### config.mk
export PLATFORM = sky130hd
export DESIGN_NAME = fprm_ring
export DESIGN_NICKNAME = d
export VERILOG_FILES = /design/src/fprm_pkg.sv /design/src/fprm_ring.sv
export SDC_FILE = /design/constraint.sdc
export NUM_CORES = 2
export LEC_CHECK = 0
export CAP_MARGIN = 10
export CELL_PAD_IN_SITES_DETAIL_PLACEMENT = 2
export CELL_PAD_IN_SITES_GLOBAL_PLACEMENT = 2
export CORE_UTILIZATION = 52
export CTS_CLUSTER_DIAMETER = 100
export CTS_CLUSTER_SIZE = 14
export DETAILED_ROUTE_END_ITERATION = 8
export DONT_BUFFER_PORTS = 1
export PLACE_DENSITY = 0.81
export REMOVE_ABC_BUFFERS = 1
export SYNTH_ARGS = -nofsm -noshare
export SYNTH_HDL_FRONTEND = slang
export SYNTH_SLANG_ARGS = --single-unit
### constraint.sdc
create_clock -name clk_i -period 5.9 [get_ports clk_i]
set_input_delay 1.18 -clock clk_i [delete_from_list [all_inputs] [get_ports clk_i]]
set_output_delay 1.18 -clock clk_i [all_outputs]
set_load 0.01 [all_outputs]
### src/fprm_pkg.sv
// Shared constants, codes and types for the frame pacing rate meter.
package fprm_pkg;

  localparam int unsigned WINDOW_LENGTH_DEF = 120;

  localparam int unsigned CMD_W     = 1;
  localparam int unsigned TIME_W    = 32;
  localparam int unsigned WAIT_W    = 17;
  localparam int unsigned RATE_W    = 21;
  localparam int unsigned CFG_W     = 8;
  localparam int unsigned CFG_IDX_W = 1;

  // Shared divider: dividend covers 10000*255 and 1000*256, divisor a full time span.
  localparam int unsigned DIVIDEND_W = 22;
  localparam int unsigned DIVISOR_W  = 32;
  localparam int unsigned DIV_CNT_W  = $clog2(DIVIDEND_W + 1);

  localparam int unsigned MS_PER_S     = 1000;
  localparam int unsigned TENTHS_SCALE = 10000;

  localparam logic [CMD_W-1:0] CMD_QUERY    = 1'b0;
  localparam logic [CMD_W-1:0] CMD_REGISTER = 1'b1;

  localparam logic [CFG_IDX_W-1:0] CFG_TARGET_FPS      = 1'b0;
  localparam logic [CFG_IDX_W-1:0] CFG_UPDATE_INTERVAL = 1'b1;

  localparam logic [CFG_W-1:0] TARGET_FPS_RST      = 8'd60;
  localparam logic [CFG_W-1:0] UPDATE_INTERVAL_RST = 8'd60;

  localparam logic [WAIT_W-1:0] WAIT_MAX = '1;
  localparam logic [RATE_W-1:0] RATE_MAX = '1;

  typedef struct packed {
    logic busy;
    logic done;
  } div_stat_t;

endpackage

### src/fprm_ring.sv
// Timestamp ring memory: one write port, one registered read port.
module fprm_ring #(
  parameter int unsigned Depth = fprm_pkg::WINDOW_LENGTH_DEF
) (
  input  logic                             clk_i,
  input  logic                             we_i,
  input  logic [$clog2(Depth)-1:0]         waddr_i,
  input  logic [fprm_pkg::TIME_W-1:0]      wdata_i,
  input  logic [$clog2(Depth)-1:0]         raddr_i,
  output logic [fprm_pkg::TIME_W-1:0]      rdata_o
);

  logic [fprm_pkg::TIME_W-1:0] mem [Depth];
  logic [fprm_pkg::TIME_W-1:0] rdata_q;

  always_ff @(posedge clk_i) begin
    if (we_i) begin
      mem[waddr_i] <= wdata_i;
    end
    rdata_q <= mem[raddr_i];
  end

  assign rdata_o = rdata_q;

endmodule

==> results of run 1 <==
[through the flow]
step	setup WS [ns]	std cells	setup TNS, ns	area (µm²)	hold WS, ns
after floorplan	-0.501	6007	-5.59	146000	0.806
after global placement	-1.31	9983	-22.87	154000	0.938
[cells by family after synthesis]
family / Yosys count / share of synthesized area
buffers and inverters: 353 / 0.0125
flip-flops: 3872 / 0.784
AND/OR/NAND/NOR: 645 / 0.0182
multiplexers: 1210 / 0.173
AO/OA/AOI/OAI: 272 / 0.0125
==> metrics, run 1 <==
I/O Buffers=0; register area share after synthesis=0.784; Synth Register Bits=3872; top-count cell post-synth=edfxtp_1; DP HPWL=~370 mm; Fail Step=detailed placement; outcome=aborted with a tool error; number of enable flip-flop cells after synthesis=3840; post-synthesis cell type count=around 60; Yosys top cell area share=0.780; First Err=[ERROR DPL-0033] detailed placement checks failed during check placement.; Synth Flop Type=edfxtp_1; cell taking the most area after synthesis=edfxtp_1; gpl congestion=slightly above 0.8; cells after synthesis=roughly 6400; top cells by area, synth=edfxtp_1 78%, mux4_2 16%, nand2_1 0.77%; Die X=535 µm; share of flip-flops with an asynchronous set or reset=0; Synthesis Warnings=0; Mean Syn Cell Area=23.3 µm²; Die Ht=535 µm; top post-synthesis cells by count=3840 x edfxtp_1, 1067 x mux4_2, 302 x nand2_1, 201 x nor2_1, 116 x clkbuf_1; Cell Rows=195; Initial Util=0.523; IO Pins=80; Synth Cell Area=148000 µm²
==> inputs of run 2 (changes only) <==
==> config.mk (replaced) <==
export PLATFORM = sky130hd
export DESIGN_NAME = fprm_ring
export DESIGN_NICKNAME = d
export VERILOG_FILES = /design/src/fprm_pkg.sv /design/src/fprm_ring.sv
export SDC_FILE = /design/constraint.sdc
export NUM_CORES = 2
export LEC_CHECK = 0
export CAP_MARGIN = 10
export CORE_UTILIZATION = 40
export DETAILED_ROUTE_END_ITERATION = 8
export DONT_BUFFER_PORTS = 1
export PLACE_DENSITY_LB_ADDON = 0.15
export REMOVE_ABC_BUFFERS = 1
export SYNTH_ARGS = -nofsm -noshare
export SYNTH_HDL_FRONTEND = slang
export SYNTH_SLANG_ARGS = --single-unit
==> metrics, run 2 <==
Synth Flop Type=edfxtp_1; reg2reg start=mem[102][18]; Slew HR=-0.0538; crit path DAT=about 6.1 ns; share of flip-flops with an asynchronous set or reset=0; I/O Buffers=0; number of enable flip-flop cells after synthesis=3840; clock slew at reported path FFs=0.06 ns; failing checks=max-slew violations; area occupied by multi-input gates=roughly 31000 µm²; Cell Rows=222; Hold Buf Count CTS=0; worst hold-check path type=input pin to flop; cts bufs inserted=403; main combinational cell family by area after synthesis=multiplexers; CP Cell Sequence=buf_16 -> buf_16 -> buf_16 -> buf_16 -> mux4_2 -> mux4_2 -> inv_1 -> o21ai_0 -> a221oi_1 -> o32ai_1; via count=70900; critical setup path kind=input pin to flop; met2 Resource Use GR=0.378; first-pass GRT wire length=606 mm; top-count cell post-synth=edfxtp_1; met1 GRT Util=0.333; drt via density=~6; switching power=12.2 mW; combinational power share=0.040; share of post-route cells with drive strength above 1=0.300; Max Fclk=188 MHz; FF/Latch Area=116000 µm²; measured slew at the worst slew-check pin=1.58 ns; Largest Register=mem; Final Skew=~0.069 ns; synthesized-area fraction occupied by and/or/nand/nor cells=0.0182; Layout area overhead=14.2%; Post-DRT Antenna Nets=0; post-CTS sizing=0; overall routed net length=about 440 mm; grt ovf=0; Leak=between 50 and 60 nW; DP HPWL=241 mm; Crit Path Max Fanout=148; DR pass1 iterations=8; Synthesis Warnings=0; cell taking the most area after synthesis=edfxtp_1; Switching Share=0.211; Final Hold Viols=0; startpoint class of the critical path=input pin; clock latency on the worst-skew pair=0.98 ns; hold endpoint=mem[18][16]; TritonCTS clock tree=done; Pwr Total=58.0 mW; R2R Setup Slk=3.13 ns; Final Max Slew Viols=43; Worst path max stage delay=0.82 ns; register area share after synthesis=0.784; initial drt markers=9650; Critical Path Most Common Cell=buf_16; reg2reg end=rdata_o[18]; number of flip-flops under the largest register name=roughly 3800; nets=6738; top cells by area, synth=edfxtp_1 78%, mux4_2 16%, nand2_1 0.77%; Mean Syn Cell Area=23.3 µm²; gpl congestion=0.822; Crit. End Element=flop; commonest non-fill, non-tap cells in the layout=3840 x edfxtp_1, 1067 x mux4_2, 408 x clkbuf_16; post-synthesis cell type count=59; hold depth=0; worst vdd ir=0.257 mV; xor and xnor area share after synthesis=0; CORE AREA=367000 µm²; r2r worst-path depth=6; outcome=finished with violations; top post-synthesis cells by count=3840 x edfxtp_1, 1067 x mux4_2, 302 x nand2_1, 201 x nor2_1, 116 x clkbuf_1; critical path startpoint=raddr_i[0]; final core occ=0.460; Synth Area in Compound Gates=0.0125; Die ar.=about 370000 µm²; GRT Overall Usage=0.236; Yosys top cell area share=0.780; crit path max-delay cell type=buf_16; met3 usage=0.0433; DRC viols=0; Setup Fix Bufs, Post-CTS=0; clock power share=0.433; RSZ-0062 raised after global routing=false; Initial Util=0.403; IO Pins=80; HP Start=wdata_i[16]; post-synthesis mux area share=0.173; cells after synthesis=about 6400; Synth Register Bits=3872; CTS Root Cell=clkbuf_16; setup violators final=0; Final period util=0.901; Routed wire per std cell=approximately 37 µm; grt peak-use layer=met2; worst hold margin=0.316 ns; Final Critical Period=5.32 ns; largest net degree at the start of global routing=322; Worst Path Required=between 6 and 7 ns; Seq pwr share=0.527; commonest non-fill, non-tap cell in the layout=edfxtp_1; max cap viols=0; vias in the first global route=slightly above 70000; adder-cell share of the synthesized area=0; Int Power=45.8 mW; pwr/cell area=roughly 340 nW/µm²; Synth Cell Area=148000 µm²; maximum clock insertion buffer count=4; H-tree levels=5; Die Ht=between 600 and 700 µm; clock tree sinks=3872; Filler cells=30300; initial antenna violation count=30; Die X=610 µm
==> run 2: kinds of logic after synthesis <==
group,after synthesis
flip-flops,3872
multiplexers,1210
AND/OR/NAND/NOR,645
buffers and inverters,353
AO/OA/AOI/OAI,272
==> run 2: stage by stage <==
stage                     worst slack [ns]  TNS [ns]  instances  cell area [µm²]
after floorplan                     -0.501     -5.59       6007           146000
after global placement               -1.01    -11.43      11100           156000
after detailed placement            -0.870     -7.41      11100           156000
after CTS                            0.150         0      11800           169000
after global routing                0.0677         0      11900           169000
final                                0.582         0      11900           169000
==> run 2: critical path, delay by kind of cell <==
kind / cells / cell delay, ns
buf+inv: 5 / 2.47
compound gates: 3 / 0.72
mux: 2 / 1.05
==> run 2: power groups by stage <==
stage | Clock [mW] | Combinational [mW] | Sequential (mW)
2_1_floorplan | 0 | 1.18 | 31.0
6_report | 25.1 | 2.32 | 30.6
5_1_grt | 26.5 | 2.42 | 30.5
3_5_place_dp | 0 | 2.28 | 31.1
3_3_place_gp | 0 | 2.28 | 31.1
4_1_cts | 25.5 | 2.29 | 30.6
==> run 2: worst max path at each step <==
stage / endpoint / slack, ns / depth (start not counted)
after floorplan: rdata_o[18] / -0.50 / 5
after detailed placement: rdata_o[11] / -0.87 / 10
final: rdata_o[11] / 0.58 / 10
after global placement: rdata_o[13] / -1.01 / 8
after global routing: rdata_o[11] / 0.07 / 10
after CTS: rdata_o[11] / 0.15 / 10
==> run 2: per-layer routing <==
layer | share of wire | routed length [µm] | vias to the layer above
met3 | 0.079 | 35100 | 532
met4 | 0.029 | 13000 | 6
met5 | 0.000081 | 36 | -
met1 | 0.41 | 182000 | 39500
li1 | - | - | 27800
met2 | 0.48 | 212000 | 2950
==> run 2: cell type report <==
cell class	count	area share
Tap cell	4816	0.0357
Inverter	8	0.000341
Multi-Input combinational cell	2127	0.184
Antenna cell	24	0.000356
Timing Repair Buffer	278	0.0163
Clock inverter	240	0.0132
Sequential cell	3872	0.687
Clock buffer	500	0.0634
Power figures use the tool's default switching activity.
