File: src/fprm_pkg.sv
// Shared constants, codes and types for the frame pacing rate meter.
package fprm_pkg;

  localparam int unsigned WINDOW_LENGTH_DEF = 120;

  localparam int unsigned CMD_W     = 1;
  localparam int unsigned TIME_W    = 32;
  localparam int unsigned WAIT_W    = 17;
  localparam int unsigned RATE_W    = 21;
  localparam int unsigned CFG_W     = 8;
  localparam int unsigned CFG_IDX_W = 1;

  // Shared divider: dividend covers 10000*255 and 1000*256, divisor a full time span.
  localparam int unsigned DIVIDEND_W = 22;
  localparam int unsigned DIVISOR_W  = 32;
  localparam int unsigned DIV_CNT_W  = $clog2(DIVIDEND_W + 1);

  localparam int unsigned MS_PER_S     = 1000;
  localparam int unsigned TENTHS_SCALE = 10000;

  localparam logic [CMD_W-1:0] CMD_QUERY    = 1'b0;
  localparam logic [CMD_W-1:0] CMD_REGISTER = 1'b1;

  localparam logic [CFG_IDX_W-1:0] CFG_TARGET_FPS      = 1'b0;
  localparam logic [CFG_IDX_W-1:0] CFG_UPDATE_INTERVAL = 1'b1;

  localparam logic [CFG_W-1:0] TARGET_FPS_RST      = 8'd60;
  localparam logic [CFG_W-1:0] UPDATE_INTERVAL_RST = 8'd60;

  localparam logic [WAIT_W-1:0] WAIT_MAX = '1;
  localparam logic [RATE_W-1:0] RATE_MAX = '1;

  typedef struct packed {
    logic busy;
    logic done;
  } div_stat_t;

endpackage

File: src/fprm_div.sv
// Shared restoring divider, one quotient bit per cycle.
module fprm_div (
  input  logic                              clk_i,
  input  logic                              rst_ni,
  input  logic                              start_i,
  input  logic [fprm_pkg::DIVIDEND_W-1:0]   dividend_i,
  input  logic [fprm_pkg::DIVISOR_W-1:0]    divisor_i,
  output logic [fprm_pkg::DIVIDEND_W-1:0]   quotient_o,
  output fprm_pkg::div_stat_t               stat_o
);

  localparam int unsigned DW = fprm_pkg::DIVIDEND_W;
  localparam int unsigned RW = fprm_pkg::DIVISOR_W;

  logic [RW-1:0]                       rem_q, rem_d;
  logic [DW-1:0]                       quo_q, quo_d;
  logic [RW-1:0]                       dsr_q;
  logic [fprm_pkg::DIV_CNT_W-1:0]      cnt_q;
  logic                                busy_q, done_q;
  logic [RW:0]                         trial, diff;

  // Quotient bits shift in from the bottom while dividend bits leave the top.
  always_comb begin
    trial = {rem_q, quo_q[DW-1]};
    diff  = trial - {1'b0, dsr_q};
    if (!diff[RW]) begin
      rem_d = diff[RW-1:0];
      quo_d = {quo_q[DW-2:0], 1'b1};
    end else begin
      rem_d = trial[RW-1:0];
      quo_d = {quo_q[DW-2:0], 1'b0};
    end
  end

  always_ff @(posedge clk_i) begin
    if (start_i) begin
      rem_q <= '0;
      quo_q <= dividend_i;
      dsr_q <= divisor_i;
    end else if (busy_q) begin
      rem_q <= rem_d;
      quo_q <= quo_d;
    end
  end

  always_ff @(posedge clk_i or negedge rst_ni) begin
    if (!rst_ni) begin
      busy_q <= 1'b0;
      done_q <= 1'b0;
      cnt_q  <= '0;
    end else begin
      done_q <= 1'b0;
      if (start_i) begin
        busy_q <= 1'b1;
        cnt_q  <= fprm_pkg::DIV_CNT_W'(DW);
      end else if (busy_q) begin
        cnt_q <= cnt_q - 1'b1;
        if (cnt_q == fprm_pkg::DIV_CNT_W'(1)) begin
          busy_q <= 1'b0;
          done_q <= 1'b1;
        end
      end
    end
  end

  assign quotient_o  = quo_q;
  assign stat_o.busy = busy_q;
  assign stat_o.done = done_q;

endmodule

File: config.mk
export PLATFORM = sky130hd
export DESIGN_NAME = fprm_div
export DESIGN_NICKNAME = d
export VERILOG_FILES = /design/src/fprm_pkg.sv /design/src/fprm_div.sv
export SDC_FILE = /design/constraint.sdc
export NUM_CORES = 1
export LEC_CHECK = 0
export BUFFER_PORTS_ARGS = -buffer_cell sky130_fd_sc_hd__buf_2
export CORE_AREA = 2 2 114 116
export DETAILED_ROUTE_END_ITERATION = 10
export DIE_AREA = 0 0 116 118
export SYNTH_ARGS = -nofsm -noshare
export SYNTH_HDL_FRONTEND = slang
export SYNTH_SLANG_ARGS = --single-unit
File: constraint.sdc
create_clock -name clk_i -period 4.5 [get_ports clk_i]
set_clock_uncertainty 0.05 [all_clocks]
set_input_delay 1.125 -clock clk_i [delete_from_list [all_inputs] [get_ports clk_i]]
set_output_delay 1.125 -clock clk_i [all_outputs]
set_load 0.02 [all_outputs]
* Word-level counts from Yosys, hierarchy flattened *
Index checks and enable logic that the tools add are counted.

word-level totals
  logic and storage cells = 22
  flip-flop bits (word level) = 93
  output and inout port bits = 24
  bits of input ports = 57

cells by class
  reductions and logical operators = 1
  $add $sub $neg = 2
  mux-type cells = 12
  equality and inequality tests = 1

operators by type and width
  operator             count
  $mux 22              2
  $sub 33x32->33       1
  $mux 32              1
  $mux 5               2
  $mux 1               7
  $eq 5x1->1 const B   1
  $sub 5x1->5 const B  1
  $reduce_bool 2->1    1

* Longest topological paths before layout *
  depth in word-level cells = 4
  gate-level depth with buffers = 13
  mapped depth without buffers = 12

* Worst setup path after synthesis *
OpenSTA, ideal clock, no wires.

  kind = register -> register
  start = reg quo_q[21] (netlist: quotient_o[21])
  end = reg rem_q[13]
  arrival = 3.196 ns
  path buffers = 0
  path slack = 1.163 ns
  cell stages (with the launch flop) = 13
  required time = 4.359 ns
  path through = edfxtp_1 > inv_1 > ha_1 > fa_1 > nor2b_1 > o31ai_1 > a211oi_2 > o2111a_1 > or2_2 > a21o_4 > xnor2_4 > or4_1 > a311oi_1

between the ends
  cells in the longest elaborated chain, start to end = 2

RTL lines
  item                      RTL line        text
  start: declaration        fprm_div.sv:16  logic [DW-1:0] quo_q, quo_d;
  start signal: assignment  fprm_div.sv:38  quo_q <= dividend_i;
  start signal: assignment  fprm_div.sv:42  quo_q <= quo_d;
  $sub 33x32->33            fprm_div.sv:25  diff = trial - {1'b0, dsr_q};
  $mux 32                   fprm_div.sv:26  if (!diff[RW]) begin
  end signal: assignment    fprm_div.sv:41  rem_q <= rem_d;
  end: declaration          fprm_div.sv:15  logic [RW-1:0] rem_q, rem_d;

Every way passes these cells.
A chain may end at the register's enable or synchronous reset.

* Worst setup path after layout *
  start = reg quo_q[21] (netlist: quotient_o[21])
  end = reg rem_q[26]

The elaborated chain is that of the path after synthesis.

==> results summary <==
The starting density of the core came out at 44.33%. The multiplexer share of the synthesized area is 5.025%. The core region area is 0.01241 mm2. The number of nets produced by synthesis came out at 663. The total vias in the final route is 4283. For this run, the total global-route usage over all layers was measured as 17.62%. The first-pass iteration count of the detailed router came out at 4. The net total in the final layout is 728.

The later pin in the worst-skew pair is clocked with a latency of 350 ps. The number of max-slew violations in the final report came to 0. The kind of cell with the highest combined delay on the critical path is compound AO/OA/AOI/OAI gates. Clock tree synthesis found a total of 93 sinks. The endpoint kind of the worst setup timing path is a flip-flop. The count of cells along the worst hold path is 2. The relative slew slack is 31.75%. The share of flip-flops with an asynchronous set or reset is 7.527%. The total I/O pin count came out at 81. The synthesis-to-layout area growth came out at 14.57%. Subtracting the final worst setup slack from the clock period gives 3895 ps. The XOR/XNOR share of the synthesized area is 4.934%. Summed over all cells, the static leakage comes to 2.706 nW. The number of logic stages on the critical path including buffering came out at 12.

The routed design has 11630 um of wire. A synthesized cell averages 9.637 um2. The clock root buffer master is clkbuf_16. The worst vdd rail ir drop came out at 0.0003745 V. The floorplan step defined a die boundary enclosing 0.01369 mm2. The hold buffer count at cts is 0. The worst slack at placement is 632.2 ps. The critical path's largest stage delay came out at 790 ps.

The signal on the critical path passes through inv_1, ha_1, fa_1, nor2b_1, o31ai_1, a211oi_2, o2111a_1, or2_2, a21o_4, xnor2_4, nand2_1, a311oi_1. The compound-gate portion of the synthesized area is 17.69%. The largest family of logic cells by synthesized area is compound AO/OA/AOI/OAI gates. The final hold violation count came out at 0. The number of buffers added by the clock tree synthesis step came out at 9. Data arrives at the worst endpoint at 4090 ps.

The highest net fanout along the worst path came out at 35. The sequential cell area fraction in the yosys report came out at 44.29%. The via count normalized by instance count came out at 5.268. The gate count of the mapped netlist came out at 571. In this run the tool buffered the top-level ports with 80 buffer cells. The number of setup buffers added after CTS is 0.

The top achievable clock speed is 0.2568 GHz. Summed over all nets, the half-perimeter wirelength after detailed placement is 8074 um. The detail route stage leaves a number of antenna-violating nets equal to 0. The area taken by flip-flops and latches is 0.002439 mm2. Across the run, the number of max-cap violations was 0. The routed wire length per instance is 14.31 um. The critical path buffer and inverter count came out at 1. The number of cells on the worst reg-to-reg path came out at 12. In this run the core area contains 41 standard-cell rows. The flow ran to the end, and the final reports show no timing, DRC or antenna violations. The synthesized-area fraction occupied by and/or/nand/nor cells is 14.82%. The leading register cell type out of synthesis is edfxtp_1.

The width of the chip came out at 116 um. Counting flops and latches in the post-synthesis netlist gives 93. The die span in y came out at 118 um. The H-tree generated during clock tree synthesis spans 3 levels. STA classifies the critical path startpoint as a flip-flop. The total congestion overflow came out at 0. The via count of the first global-routing pass is 4202.

The DRC violation count after routing came out at 0. Setup slack on the critical path of the routed design comes to 605.2 ps. The slowest stage of the critical path belongs to the cell xnor2_4. The maximum clock insertion buffer count is 2.

The total power per unit cell area came out at 586.0 mW/mm2. The transition time at the pin with the least slew margin came out at 1024 ps. The number of gates resized after cts is 0. The clock slew at the register clock pins of the worst setup and hold paths came out at 70 ps. Setup total negative slack on the finished layout was measured at 0 ps.

Entering global routing, the biggest net connects 73 pins. Routability-driven placement finished with a final weighted congestion of 0.8803. At the worst endpoint, the required time is 4700 ps.

The library cells used most frequently in the layout, excluding fill and tap cells, are buf_2, nand2_1, nor2_1. In this run the worst hold path is classified as reg2reg. The wire length of the first global-routing pass came out at 19400 um. The post-synthesis cell area is 0.005503 mm2. Setup repair after global routing left no endpoint under its margin. The number of fill cells in the layout came out at 1188. The number of enable flip-flop cells after synthesis came out at 54. The fraction of layout instances using a drive strength above 1 is 20.28%. The iteration-0 DRC count of the detailed router came out at 206. The count of synthesis-stage warnings from yosys came out at 0. TritonCTS built the clock tree. The number of endpoints failing setup at the final stage is 0. The final critical path takes up 86.55% of the cycle. The leading cell type in the layout, fill and taps excluded is buf_2. The number of antenna violations at the first check in global routing came out at 0. Of the total synthesized cell area, the portion taken by full adders, half adders and majority gates is 8.095%.

In this run, distinct cell masters in the synthesized netlist total 56. The setup path with the least slack is of type reg2reg. The final antenna diode count is 0.

The multi-input combinational cells in the finished layout cover a total of 0.002783 mm2.
==> flip-flops by register name (all words and copies together), names as in the netlist <==
register and flops:
dsr_q 32, rem_q 32, quotient_o 22, cnt_q 5
busy_q 1, done_q 1
==> power by group <==
part	switching (mW)	leakage, nW	total, mW	internal [mW]
Combinational	1.00	1.68	1.72	0.719
Clock	0.340	0.137	0.736	0.396
Sequential	0.140	0.886	1.24	1.10
==> cell usage after synthesis (17+ instances only) <==
library cell   n  area share, %
nand2_1       67            4.6
nor2_1        56            3.8
edfxtp_1      54             29
inv_1         42            2.9
a21oi_1       34            3.1
ha_1          34            7.7
dfxtp_1       32             12
a311oi_1      24            3.8
mux2_2        21            4.3
xnor2_1       21            3.3
clkbuf_1      20            1.4
o21ai_0       17            1.5
==> path summary, 6_finish.rpt <==
| path | end | from | slack, ps |
|---|---|---|---|
| min reg2reg | rem_q[2] | rem_q[1] | 440 |
| max | rem_q[26] | quotient_o[21] | 610 |
| min | rem_q[2] | rem_q[1] | 440 |
| min in group asynchronous | cnt_q[1] | rst_ni | 550 |
| max in group asynchronous | busy_q | rst_ni | 3680 |
| max reg2reg | rem_q[26] | quotient_o[21] | 610 |
==> logic make-up after synthesis <==
kind of cell               after synthesis
muxes                                   25
DFF                                     93
adders and majority gates               35
buffers and inverters                   71
and+or+nand+nor                        180
AOI/OAI and AO/OA                      139
xor gates and xnor gates                28
==> per-layer routing <==
layer	routed length (um)	share of wire (%)	track usage [%]	vias up
met5	0	0	0	-
met4	219	1.9	6.101	0
met3	642	5.5	4.892	17
met2	5197	45	27.96	98
met1	5572	48	23.00	1981
li1	-	-	-	2187
==> cell type report <==
type | instances | area share, %
Inverter | 42 | 2.500
Tap cell | 172 | 3.413
Clock inverter | 5 | 0.6747
Timing Repair Buffer | 83 | 6.747
Multi-Input combinational cell | 407 | 44.14
Sequential cell | 93 | 38.68
Clock buffer | 11 | 3.850
==> worst reg2reg max path, delay by kind of cell (launching register included) <==
family	cells	cell delay (ps)
AO/OA/AOI/OAI	5	1460
XOR/XNOR	1	790
AND/OR/NAND/NOR	3	570
adder cells (fa/ha/maj)	2	420
flip-flops	1	420
buffers and inverters	1	80
==> metrics by stage <==
stage                     area, um2  hold slack [ps]  power, mW  util, %  instances
after global routing           6305            468.3      3.979    50.79        813
after CTS                      6305            446.3      3.724    50.79        813
final                          6305            442.4      3.695    50.79        813
after floorplan                5503            414.5      2.603        -        571
after global placement         6020            433.8      2.933    48.49        797
after detailed placement       6020            439.2      2.968    48.49        797
No activity file was read; power rests on OpenSTA's default activity.
